### config.mk
export PLATFORM = sky130hd
export DESIGN_NAME = idq_ctrl
export DESIGN_NICKNAME = d
export VERILOG_FILES = /design/src/hdl/idq_pkg.sv /design/src/hdl/idq_ctrl.sv
export SDC_FILE = /design/constraint.sdc
export NUM_CORES = 1
export LEC_CHECK = 0
export BUFFER_PORTS_ARGS = -buffer_cell sky130_fd_sc_hd__buf_2
export CAP_MARGIN = 20
export CORE_ASPECT_RATIO = 0.7
export CORE_MARGIN = 2
export CORE_UTILIZATION = 50
export DETAILED_ROUTE_END_ITERATION = 8
export MAX_ROUTING_LAYER = met4
export PLACE_DENSITY = 0.81
export SYNTH_ARGS = -nofsm -noshare
export SYNTH_HDL_FRONTEND = slang
export SYNTH_SLANG_ARGS = --single-unit
### constraint.sdc
create_clock -name aclk -period 3.7 [get_ports aclk]
set_input_delay 0.185 -clock aclk [delete_from_list [all_inputs] [get_ports aclk]]
set_output_delay 0.185 -clock aclk [all_outputs]
set_load 0.01 [all_outputs]
### src/hdl/idq_pkg.sv
// Package for the indexed deque: request and response structs, command
// and status codes shared by the control and top-level files.
// No dependencies.
`default_nettype none

package idq_pkg;

    localparam int CMD_W  = 3;
    localparam int DIN_W  = 32;
    localparam int POS_W  = 8;
    localparam int DOUT_W = 32;
    localparam int STAT_W = 2;
    localparam int OCC_W  = 9;

    typedef enum logic [CMD_W-1:0] {
        CMD_PUSH_FRONT = 3'd0,
        CMD_PUSH_BACK  = 3'd1,
        CMD_POP_FRONT  = 3'd2,
        CMD_POP_BACK   = 3'd3,
        CMD_READ       = 3'd4,
        CMD_WRITE      = 3'd5
    } idq_cmd_t;

    typedef enum logic [STAT_W-1:0] {
        ST_OK    = 2'd0,
        ST_FULL  = 2'd1,
        ST_EMPTY = 2'd2,
        ST_RANGE = 2'd3
    } idq_status_t;

    typedef struct packed {
        logic [CMD_W-1:0] command;
        logic [DIN_W-1:0] data_in;
        logic [POS_W-1:0] position;
    } idq_req_t;

    typedef struct packed {
        logic [DOUT_W-1:0] data_out;
        logic [STAT_W-1:0] status;
        logic [OCC_W-1:0]  occupancy;
    } idq_rsp_t;

    // memory strobes from the control unit
    typedef struct packed {
        logic we;
        logic re;
    } idq_mem_ctl_t;

    // what the response stage needs to know about an accepted request
    typedef struct packed {
        logic             is_read;
        logic [STAT_W-1:0] status;
        logic [OCC_W-1:0]  occupancy;
    } idq_info_t;

endpackage

`default_nettype wire

### src/hdl/idq_ctrl.sv
// Pointer and count control for the indexed deque: decodes a request,
// checks full/empty/range, forms the ring address and updates state.
// Uses idq_pkg.
`default_nettype none

module idq_ctrl
    import idq_pkg::*;
#(
    parameter int DEPTH      = 256,
    parameter int DATA_WIDTH = 32
) (
    input  wire logic                       aclk,
    input  wire logic                       aresetn,
    input  wire logic                       fire,
    input  wire idq_req_t                   req,
    output idq_mem_ctl_t                    mem_ctl,
    output logic      [$clog2(DEPTH)-1:0]   mem_addr,
    output logic      [DATA_WIDTH-1:0]      mem_wdata,
    output idq_info_t                       info
);

    localparam int AW   = $clog2(DEPTH);
    localparam int CNTW = $clog2(DEPTH + 1);
    localparam int LW   = (CNTW > POS_W) ? CNTW : POS_W;
    localparam int CPW  = (DATA_WIDTH < DIN_W) ? DATA_WIDTH : DIN_W;

    logic [AW-1:0]   front_reg, front_next;
    logic [CNTW-1:0] count_reg, count_next;

    logic [AW-1:0]   front_dec, front_inc;
    logic [AW-1:0]   logical;
    logic [AW:0]     slot_sum;
    logic [AW-1:0]   slot;
    logic [LW-1:0]   pos_ext, cnt_ext;
    logic            full, empty, range_err;
    logic            we, re, is_read;
    logic [STAT_W-1:0] status;

    assign front_dec = (front_reg == '0) ? AW'(DEPTH - 1) : front_reg - AW'(1);
    assign front_inc = (front_reg == AW'(DEPTH - 1)) ? '0 : front_reg + AW'(1);

    assign full      = (count_reg == CNTW'(DEPTH));
    assign empty     = (count_reg == '0);
    assign pos_ext   = LW'(req.position);
    assign cnt_ext   = LW'(count_reg);
    assign range_err = (pos_ext >= cnt_ext);

    // logical index from the front for the back and indexed accesses
    always_comb begin
        case (req.command)
            CMD_PUSH_BACK: logical = AW'(count_reg);
            CMD_POP_BACK:  logical = AW'(count_reg - CNTW'(1));
            default:       logical = AW'(req.position);
        endcase
    end

    // both terms below DEPTH, so one conditional subtract wraps the ring
    assign slot_sum = {1'b0, front_reg} + {1'b0, logical};
    assign slot     = (slot_sum >= (AW + 1)'(DEPTH)) ? AW'(slot_sum - (AW + 1)'(DEPTH))
                                                     : slot_sum[AW-1:0];

    always_comb begin
        front_next = front_reg;
        count_next = count_reg;
        status     = ST_OK;
        is_read    = 1'b0;
        we         = 1'b0;
        re         = 1'b0;
        mem_addr   = slot;
        case (req.command)
            CMD_PUSH_FRONT: begin
                if (full) begin
                    status = ST_FULL;
                end else begin
                    front_next = front_dec;
                    count_next = count_reg + CNTW'(1);
                    mem_addr   = front_dec;
                    we         = 1'b1;
                end
            end
            CMD_PUSH_BACK: begin
                if (full) begin
                    status = ST_FULL;
                end else begin
                    count_next = count_reg + CNTW'(1);
                    we         = 1'b1;
                end
            end
            CMD_POP_FRONT: begin
                if (empty) begin
                    status = ST_EMPTY;
                end else begin
                    front_next = front_inc;
                    count_next = count_reg - CNTW'(1);
                    mem_addr   = front_reg;
                    re         = 1'b1;
                    is_read    = 1'b1;
                end
            end
            CMD_POP_BACK: begin
                if (empty) begin
                    status = ST_EMPTY;
                end else begin
                    count_next = count_reg - CNTW'(1);
                    re         = 1'b1;
                    is_read    = 1'b1;
                end
            end
            CMD_READ: begin
                if (range_err) begin
                    status = ST_RANGE;
                end else begin
                    re      = 1'b1;
                    is_read = 1'b1;
                end
            end
            CMD_WRITE: begin
                if (range_err) begin
                    status = ST_RANGE;
                end else begin
                    we = 1'b1;
                end
            end
            default: begin
            end
        endcase
    end

    always_comb begin
        mem_wdata            = '0;
        mem_wdata[CPW-1:0]   = req.data_in[CPW-1:0];
    end

    assign mem_ctl.we     = we & fire;
    assign mem_ctl.re     = re & fire;
    assign info.is_read   = is_read;
    assign info.status    = status;
    assign info.occupancy = OCC_W'(count_next);

    always_ff @(posedge aclk) begin
        if (!aresetn) begin
            front_reg <= '0;
            count_reg <= '0;
        end else if (fire) begin
            front_reg <= front_next;
            count_reg <= count_next;
        end
    end

endmodule

`default_nettype wire
---- Yosys cells after proc, flatten, opt, wreduce, memory -nomap -nowiden ----
Cells that the tools add are included.
word-level totals
  word-level logic and storage cells ...... 51
  bits in registers ....................... 17
operators by class
  $add $sub $neg .......................... 6
  order comparisons ....................... 2
  multiplexer cells ....................... 22
  equal/unequal tests ..................... 9
  reduce and logical (&&, ||, !) cells .... 8
  bitwise logic cells ..................... 2
operators by type and width
  operator                                                                count
  8-bit two-way mux                                                       7
  8-bit one-hot mux with 2 select lines                                   3
  9-bit two-way mux                                                       2
  9-bit one-hot mux with 2 select lines                                   1
  8-bit by 1-bit subtractor with 8-bit output (second input constant)     2
  8-bit by 8-bit adder with 9-bit output                                  1
  9-bit by 1-bit adder with 9-bit output (second input constant)          1
  9-bit equality test (second input constant)                             1
  8-bit by 9-bit >= comparator with 1-bit output                          1
  9-bit >= comparator (second input constant)                             1
  9-bit logical NOT                                                       1
  9-bit by 1-bit subtractor with 9-bit output (second input constant)     1
  8-bit by 1-bit adder with 8-bit output (second input constant)          1
  8-bit equality test (second input constant)                             1
  8-bit logical NOT                                                       1
  3-bit by 2-bit equality test with 1-bit output (second input constant)  2
  3-bit equality test (second input constant)                             2
  2-bit one-hot mux with 3 select lines                                   1
  2-bit OR reduction                                                      3
  1-bit two-way mux                                                       4
  2-bit two-way mux                                                       2
  2-bit inequality test (second input constant)                           2
  1-bit one-hot mux with 2 select lines                                   2
  4-bit AND reduction                                                     1
  other kinds (4)                                                         5

---- Depth between registers and ports, before layout ----
Gate-level depths: netlist of run 1.
  word-level depth ........................ 7
  depth in mapped cells ................... 13
  mapped depth without buffers ............ 13

---- Least setup slack after synthesis of run 1 ----
OpenSTA, ideal clock, no wires.
  kind .................................... register to output
  from .................................... register count_reg[0], in the netlist cnt_ext[0]
  to ...................................... output port mem_addr[7]
  slack ................................... 0.714 ns
  stages on the path, launching flop included .. 13
  arrival ................................. 2.801 ns
  cell sequence ........................... dfxtp_1 inv_1 ha_1 nand2_1 o21ai_0 o21ai_0 ha_1 a211oi_1 o21ai_0 a21o_1 a21oi_1 xnor3_1 a21o_1
between the ends
  longest elaborated chain between the ends .. 7
  elaborated cells between the ends (all ways) .. 11
  classes of those cells .................. add/sub: 3; order compare: 1; eq/ne: 1; mux: 5; reduce/logical: 1
ends and longest elaborated chain
  element                                                                             line                            text
  start: declaration                                                                  idq_ctrl.sv:28                  logic [CNTW-1:0] count_reg, count_next;
  start signal: assignment                                                            idq_ctrl.sv:146                 count_reg <= count_next;
  9-bit by 1-bit subtractor with 9-bit output                                         n/a
  8-bit one-hot mux with 2 select lines                                               idq_ctrl.sv:50                  case (req.command)
  8-bit by 8-bit adder with 9-bit output                                              idq_ctrl.sv:58                  assign slot_sum = {1'b0, front_reg} + {1'b0, logical};
  8-bit by 1-bit subtractor with 8-bit output or 9-bit >= comparator (tied branches)  idq_ctrl.sv:59                  assign slot = (slot_sum >= (AW + 1)'(DEPTH)) ? AW'(slot_sum - (AW + 1)'(DEPTH))
  8-bit two-way mux                                                                   idq_ctrl.sv:59
  8-bit two-way mux (on tied branches)                                                idq_ctrl.sv:90, idq_ctrl.sv:72
  8-bit one-hot mux with 2 select lines (*)                                           idq_ctrl.sv:70                  case (req.command)
  end: declaration                                                                    idq_ctrl.sv:17                  output logic [$clog2(DEPTH)-1:0] mem_addr,
Mark *: on every way between the ends. The rest lies on a longest branch, timed or not.

---- Final worst setup path of run 1 ----
  from .................................... register count_reg[1], in the netlist cnt_ext[1]
  to ...................................... output port mem_addr[7]
The elaborated chain is that of the path after synthesis.

==> results of run 1 <==
## routing by layer
layer	vias to the layer above	GRT usage [%]	share of wire, %	wire length [µm]
li1	1328	-	-	-
met3	10	5.13	12	873
met1	1229	36.5	47	3530
met5	-	-	0	0
met2	175	35.8	41	3060
met4	0	4.48	0.73	55
## power groups by stage
stage                     sequential (mW)  clock, mW  combinational (mW)
after floorplan                     0.209          0               0.381
after global placement              0.223          0               0.439
after detailed placement            0.223          0               0.446
after CTS                           0.219      0.148               0.449
after global routing                0.222      0.156               0.501
final                               0.221      0.146               0.461
## metrics by stage
stage / instances / instance area, µm² / hold WS (ns) / setup WS, ns / util, %
after floorplan: 382 / 2730 / 0.307 / 0.714 / -
after global placement: 437 / 2660 / 0.370 / 0.521 / 50.6
after detailed placement: 437 / 2660 / 0.370 / 0.329 / 50.6
after CTS: 441 / 2710 / 0.248 / 0.0437 / 51.5
after global routing: 441 / 2720 / 0.264 / 0.00404 / 51.7
final: 441 / 2720 / 0.263 / 0.178 / 51.7
## kinds of logic (layout without fill, tap and decap cells)
group	Yosys count	count (layout)	share of synthesized area, %
AOI/OAI and AO/OA	116	116	28.4
xor gates and xnor gates	20	20	6.93
adders and majority gates	23	23	10.8
buffers and inverters	75	62	15.8
DFF	17	17	12.5
muxes	2	2	0.734
and+or+nand+nor	129	129	24.8
## worst register-to-register path: cells and delay by family, from the launching register on
| family | cells | cell delay (ns) |
|---|---|---|
| buffers and inverters | 1 | 0.13 |
| DFF | 1 | 0.41 |
| and+or+nand+nor | 4 | 1.01 |
| adders and majority gates | 1 | 0.26 |
| AOI/OAI and AO/OA | 2 | 0.50 |
## synthesized netlist by cell type (4+ instances only)
master and count:
o211ai_1 4, a21oi_1 33, o22ai_1 8, o21ai_0 23
nor3_1 12, dfxtp_1 17, nand3_1 9, nand2b_1 5
clkbuf_1 16, o31ai_1 4, nor2_1 33, xor2_1 4
a31oi_1 4, nand2_1 33, a21o_1 6, or3_1 9
inv_1 18, ha_1 22, buf_4 33, xnor2_1 15
## worst min-delay path by stage
stage | start | end | slack (ns)
floorplan | aresetn | cnt_ext[1] | 0.31
global placement | req[21] | mem_wdata[13] | 0.37
detailed placement | req[21] | mem_wdata[13] | 0.37
CTS | aresetn | cnt_ext[5] | 0.25
global route | aresetn | cnt_ext[5] | 0.26
finish | aresetn | cnt_ext[5] | 0.26
## area by class of cell
| class | instances | area [µm²] |
|---|---|---|
| fillers | 507 | 2540 |
| inverters | 19 | 71.3 |
| multi-input cells | 290 | 1970 |
| clock buffers | 4 | 45.0 |
| repair buffers | 39 | 205 |
| well taps | 72 | 90.1 |
| flip-flops and latches | 17 | 340 |
==> results.yml, run 1 <==
pwr:
  switching_power_mw: 0.371
  sw_frac_of_total_pct: 44.8
  powerDensity_nw_per_um2: 304
  combPwrFrac_pct: 55.7
  pwr-share-seq_pct: 26.7
  irDropWorstVdd_uv: 126
  internal_power_mw: 0.457
  clkPwrFrac_pct: 17.6
  power_mw: 0.828
  leakage_nw: 1.13
cts:
  ctsHtreeMaxLevel: 1
  cts.clk_slew.worst_paths_ns: 0.07
  clockRootBuffer: "clkbuf_8"
  postCtsHoldBufs: 0
  cts_tree: "done"
  cts_setup_buffers: 0
  cts_buffers: 3
  post_cts_resized: 0
  cts_sinks: 17
  clock_latency_ns: 0.25
  clockBufferDepth: 2
global_routing:
  grt_pass1_vias: 2381
  overflow: 0
  grt_max_degree: 26
  grt_pass1_wl_um: 11800
  antenna_found_initial: 0
  grt_usage_pct: 24.9
min_path:
  min_path_type: "in2reg"
  hold_path_depth: 2
drt:
  drt_first_pass_iters: 6
  routed_wl_um: 7520
  vias_per_cell: 6.22
  wire_per_inst_um: 17.0
  ant_nets: 0
  drc: 0
  drtIter0Drc: 352
  vias: 2742
synthesis:
  synth.distinct_cells: 65
  ys.flop_type: "dfxtp_1"
  avgSynthCellArea_um2: 7.14
  synth_edf_count: 0
  syn-instance-count: 382
  syn_nets: 451
  synth_top_area_cell: "dfxtp_1"
  synth_top_cells_by_area: "dfxtp_1 (12%), ha_1 (10%), buf_4 (9.1%), a21oi_1 (6.1%), xnor2_1 (4.8%)"
  netlist_area_um2: 2730
  ys_warn_count: 0
  ys_seq_area_share_pct: 12.5
  synth_seq_cells: 17
  async_flop_share_pct: 0
  synthDominantCellAreaShare_pct: 12.5
sta:
  relSlewSlack_pct: 41.8
  min_period_over_period_pct: 95.2
  tightest_slew_ns: 0.868
  finalSetupViolCount: 0
  skew_ns: 0.00144
  finalSetupTns_ns: 0
  fmax_ghz: 0.284
  min_period_ns: 3.52
  finalMaxSlewViolations: 0
  rsz0062_at_grt: "no"
  finalHoldViolations: 0
worst_setup_path:
  path_depth: 13
  path_cells: "inv_1, ha_1, nand2_1, o21ai_0, o21ai_0, ha_1, a211oi_1, o21ai_0, a21o_1, a21oi_1, xnor3_1, a21o_1, buf_2"
  crit_required_ns: 3.51
  worst_setup_path_start_kind: "flop"
  r2r-end: "front_reg[3]"
  arrival_ns: 3.34
  worst-r2r-setup-slack_ns: 1.25
  cpMostUsedCell: "o21ai_0"
  critPathCaptureType: "primary output"
  max_stage_delay_ns: 0.41
  critPathLaunch: "cnt_ext[1]"
  endpoint: "mem_addr[7]"
  cp_num_buf_inv: 2
  reg2reg_from: "cnt_ext[1]"
  path_class: "reg2out"
  rr_worst_depth: 8
  crit_fanout: 6
  worst_path_max_delay_cell: "dfxtp_1"
  path_delay_family: "compound AO/OA/AOI/OAI gates"
finish:
  nNetsFinal: 439
  area_growth_pct: -0.321
  final_cell_mix: "buf_2 (35), nor2_1 (33), a21oi_1 (33), nand2_1 (32)"
  diodes: 0
  final_layout_size_suffix_gt1_share_pct: 16.3
  mostFrequentLayoutCell: "buf_2"
  largest_reg_flops: 9
floorplanning:
  die_w_um: 92.3
  die_area_um2: 6070
  die_y_um: 65.8
  pin_count: 100
  rows: 22
  coreArea_um2: 5260
  start_util_pct: 51.9
placement:
  gp_congestion: 0.989
  dpl.hpwl_um: 5820
  port_buffers: 35
status:
  status: "complete, no violations"
run:
  maxCapViolations: 0
(Power assumes the default switching activity.)
==> run 2: changes to the inputs <==
Settings changed: PLACE_DENSITY 0.81 to 0.93.
==> run 2 against run 1 <==
Compared with the run above: first-iteration DRC count up 9.9%; sequential share of layout area about the same; hold slack worse by 0.014 ns; clock skew about the same; flip-flop and latch count did not move; die area did not move; global-route usage increased by 2.6 points; utilization increased by 0.19 points.
==> results.yml, run 2 (synthesis gave the netlist of run 1 again) <==
finish:
  final_layout_size_suffix_gt1_share_pct: 17.0
  nNetsFinal: 440
  diodes: 0
  fillers: 509
  multi_input_area_um2: 1970
  finish.utilization_pct: 51.9
  mostFrequentLayoutCell: "buf_2"
  final_cells: 442
  seq_area_um2: 343
  largest_reg_flops: 9
  area_growth_pct: 0.0460
  final_cell_mix: "buf_2 (35), nand2_1 (33), nor2_1 (33), a21oi_1 (33)"
  fin_area_um2: 2730
global_routing:
  antenna_found_initial: 0
  grt_pass1_vias: 2607
  grt_pass1_wl_um: 12900
  overflow: 0
  grt_max_degree: 26
  grt_usage_pct: 27.5
worst_setup_path:
  max_stage_delay_ns: 0.35
  path_cells: "inv_1, ha_2, nand2_1, nor3_2, xnor2_1, o21ai_1, ha_1, a21oi_1, o21ai_0, a21o_1, a21oi_1, xnor3_1, a21o_1, buf_2"
  path_delay_family: "compound AO/OA/AOI/OAI gates"
  worst_setup_path_start_kind: "flop"
  crit_fanout: 6
  cp_num_buf_inv: 2
  arrival_ns: 3.30
  crit_required_ns: 3.51
  critPathCaptureType: "primary output"
  path_class: "reg2out"
  worst_path_max_delay_cell: "dfxtp_2"
status:
  status: "complete, no violations"
drt:
  vias_per_cell: 6.60
  drc: 0
  vias: 2919
  ant_nets: 0
  wire_per_inst_um: 18.0
  drt_first_pass_iters: 5
  routed_wl_um: 7970
  drtIter0Drc: 387
sta:
  finalHoldViolations: 0
  min_period_over_period_pct: 94.1
  finalSetupViolCount: 0
  hold_ws_ns: 0.249
  finalMaxSlewViolations: 0
  fin_ws_ns: 0.219
  finalSetupTns_ns: 0
  min_period_ns: 3.48
  tightest_slew_ns: 0.661
  rsz0062_at_grt: "no"
  fmax_ghz: 0.287
  skew_ns: 0.00124
  relSlewSlack_pct: 55.8
floorplanning:
  coreArea_um2: 5260
  die_y_um: 65.8
  die_w_um: 92.3
  rows: 22
  die_area_um2: 6070
  pin_count: 100
  start_util_pct: 51.9
cts:
  ctsHtreeMaxLevel: 1
  clock_latency_ns: 0.26
  clockRootBuffer: "clkbuf_8"
  cts.clk_slew.worst_paths_ns: 0.07
  cts_tree: "done"
  cts_sinks: 17
  cts_buffers: 3
  clockBufferDepth: 2
placement:
  pre_cts_slack_ns: 0.318
  port_buffers: 35
  dpl.hpwl_um: 6180
  dp_cells: 438
  gp_congestion: 1.03
  dpl_cell_area_um2: 2670
pwr:
  combPwrFrac_pct: 55.8
  clkPwrFrac_pct: 17.7
  irDropWorstVdd_uv: 124
  sw_frac_of_total_pct: 45.5
  power_mw: 0.840
  switching_power_mw: 0.382
  leakage_nw: 1.14
  internal_power_mw: 0.458
  pwr-share-seq_pct: 26.6
  powerDensity_nw_per_um2: 308
run:
  maxCapViolations: 0
min_path:
  min_path_type: "in2reg"
-- run 2: changes by cell type in the layout (fill, tap and decap cells not counted) --
| cell | previous run | this run |
|---|---|---|
| nand2_1 | 32 | 33 |
| buf_4 | 4 | 5 |
| nand2_2 | 1 | 0 |
| dfxtp_2 | 0 | 2 |
| dfxtp_1 | 17 | 15 |
| ha_1 | 22 | 21 |
| o21ai_1 | 3 | 4 |
| o21ai_0 | 22 | 21 |
| ha_2 | 0 | 1 |
-- run 2: worst register-to-register path, cell delays in order (launching register included) --
cell,delay (ns)
dfxtp_1,0.40
or4_4,0.66
nor4_4,0.43
nor3_2,0.08
buf_4,0.21
o31ai_1,0.08
nor2_1,0.06
o221a_1,0.23
-- run 2: worst paths after layout --
| path | from | end | slack, ns | cells past startpoint |
|---|---|---|---|---|
| worst max-delay path | cnt_ext[1] | mem_addr[7] | 0.22 | 14 |
| worst min register to register | cnt_ext[0] | cnt_ext[0] | 0.57 | 2 |
| worst max register to register | cnt_ext[2] | front_reg[2] | 1.44 | 7 |
| worst min-delay path | aresetn | cnt_ext[6] | 0.25 | 2 |
-- run 2: area by class of cell --
type	count	area share (%)
Timing Repair Buffer	40	7.79
Inverter	19	2.61
Clock buffer	4	1.65
Sequential cell	17	12.6
Multi-Input combinational cell	290	72.1
Tap cell	72	3.30
-- run 2: metal layers --
| metal | up-vias | wire, µm | track usage, % | share of wire (%) |
|---|---|---|---|---|
| li1 | 1324 | - | - | - |
| met1 | 1316 | 3260 | 39.2 | 41 |
| met2 | 253 | 3310 | 38.1 | 42 |
| met3 | 26 | 1190 | 5.47 | 15 |
| met4 | 0 | 208 | 10.6 | 2.6 |
| met5 | - | 0 | - | 0 |
-- run 2: power groups by stage --
stage                     Clock [mW]  Combinational (mW)  Sequential [mW]
final                          0.148               0.469            0.223
after CTS                      0.152               0.454            0.221
after global routing           0.160               0.510            0.225
after detailed placement           0               0.450            0.225
after floorplan                    0               0.381            0.209
after global placement             0               0.436            0.224
-- run 2: timing repair --
| action | in CTS | in global routing |
|---|---|---|
| hold buffers | 0 | 0 |
| resized for setup | 0 | 7 |
| setup buffers | 0 | 0 |
| setup endpoints to repair | 0 | 1 |
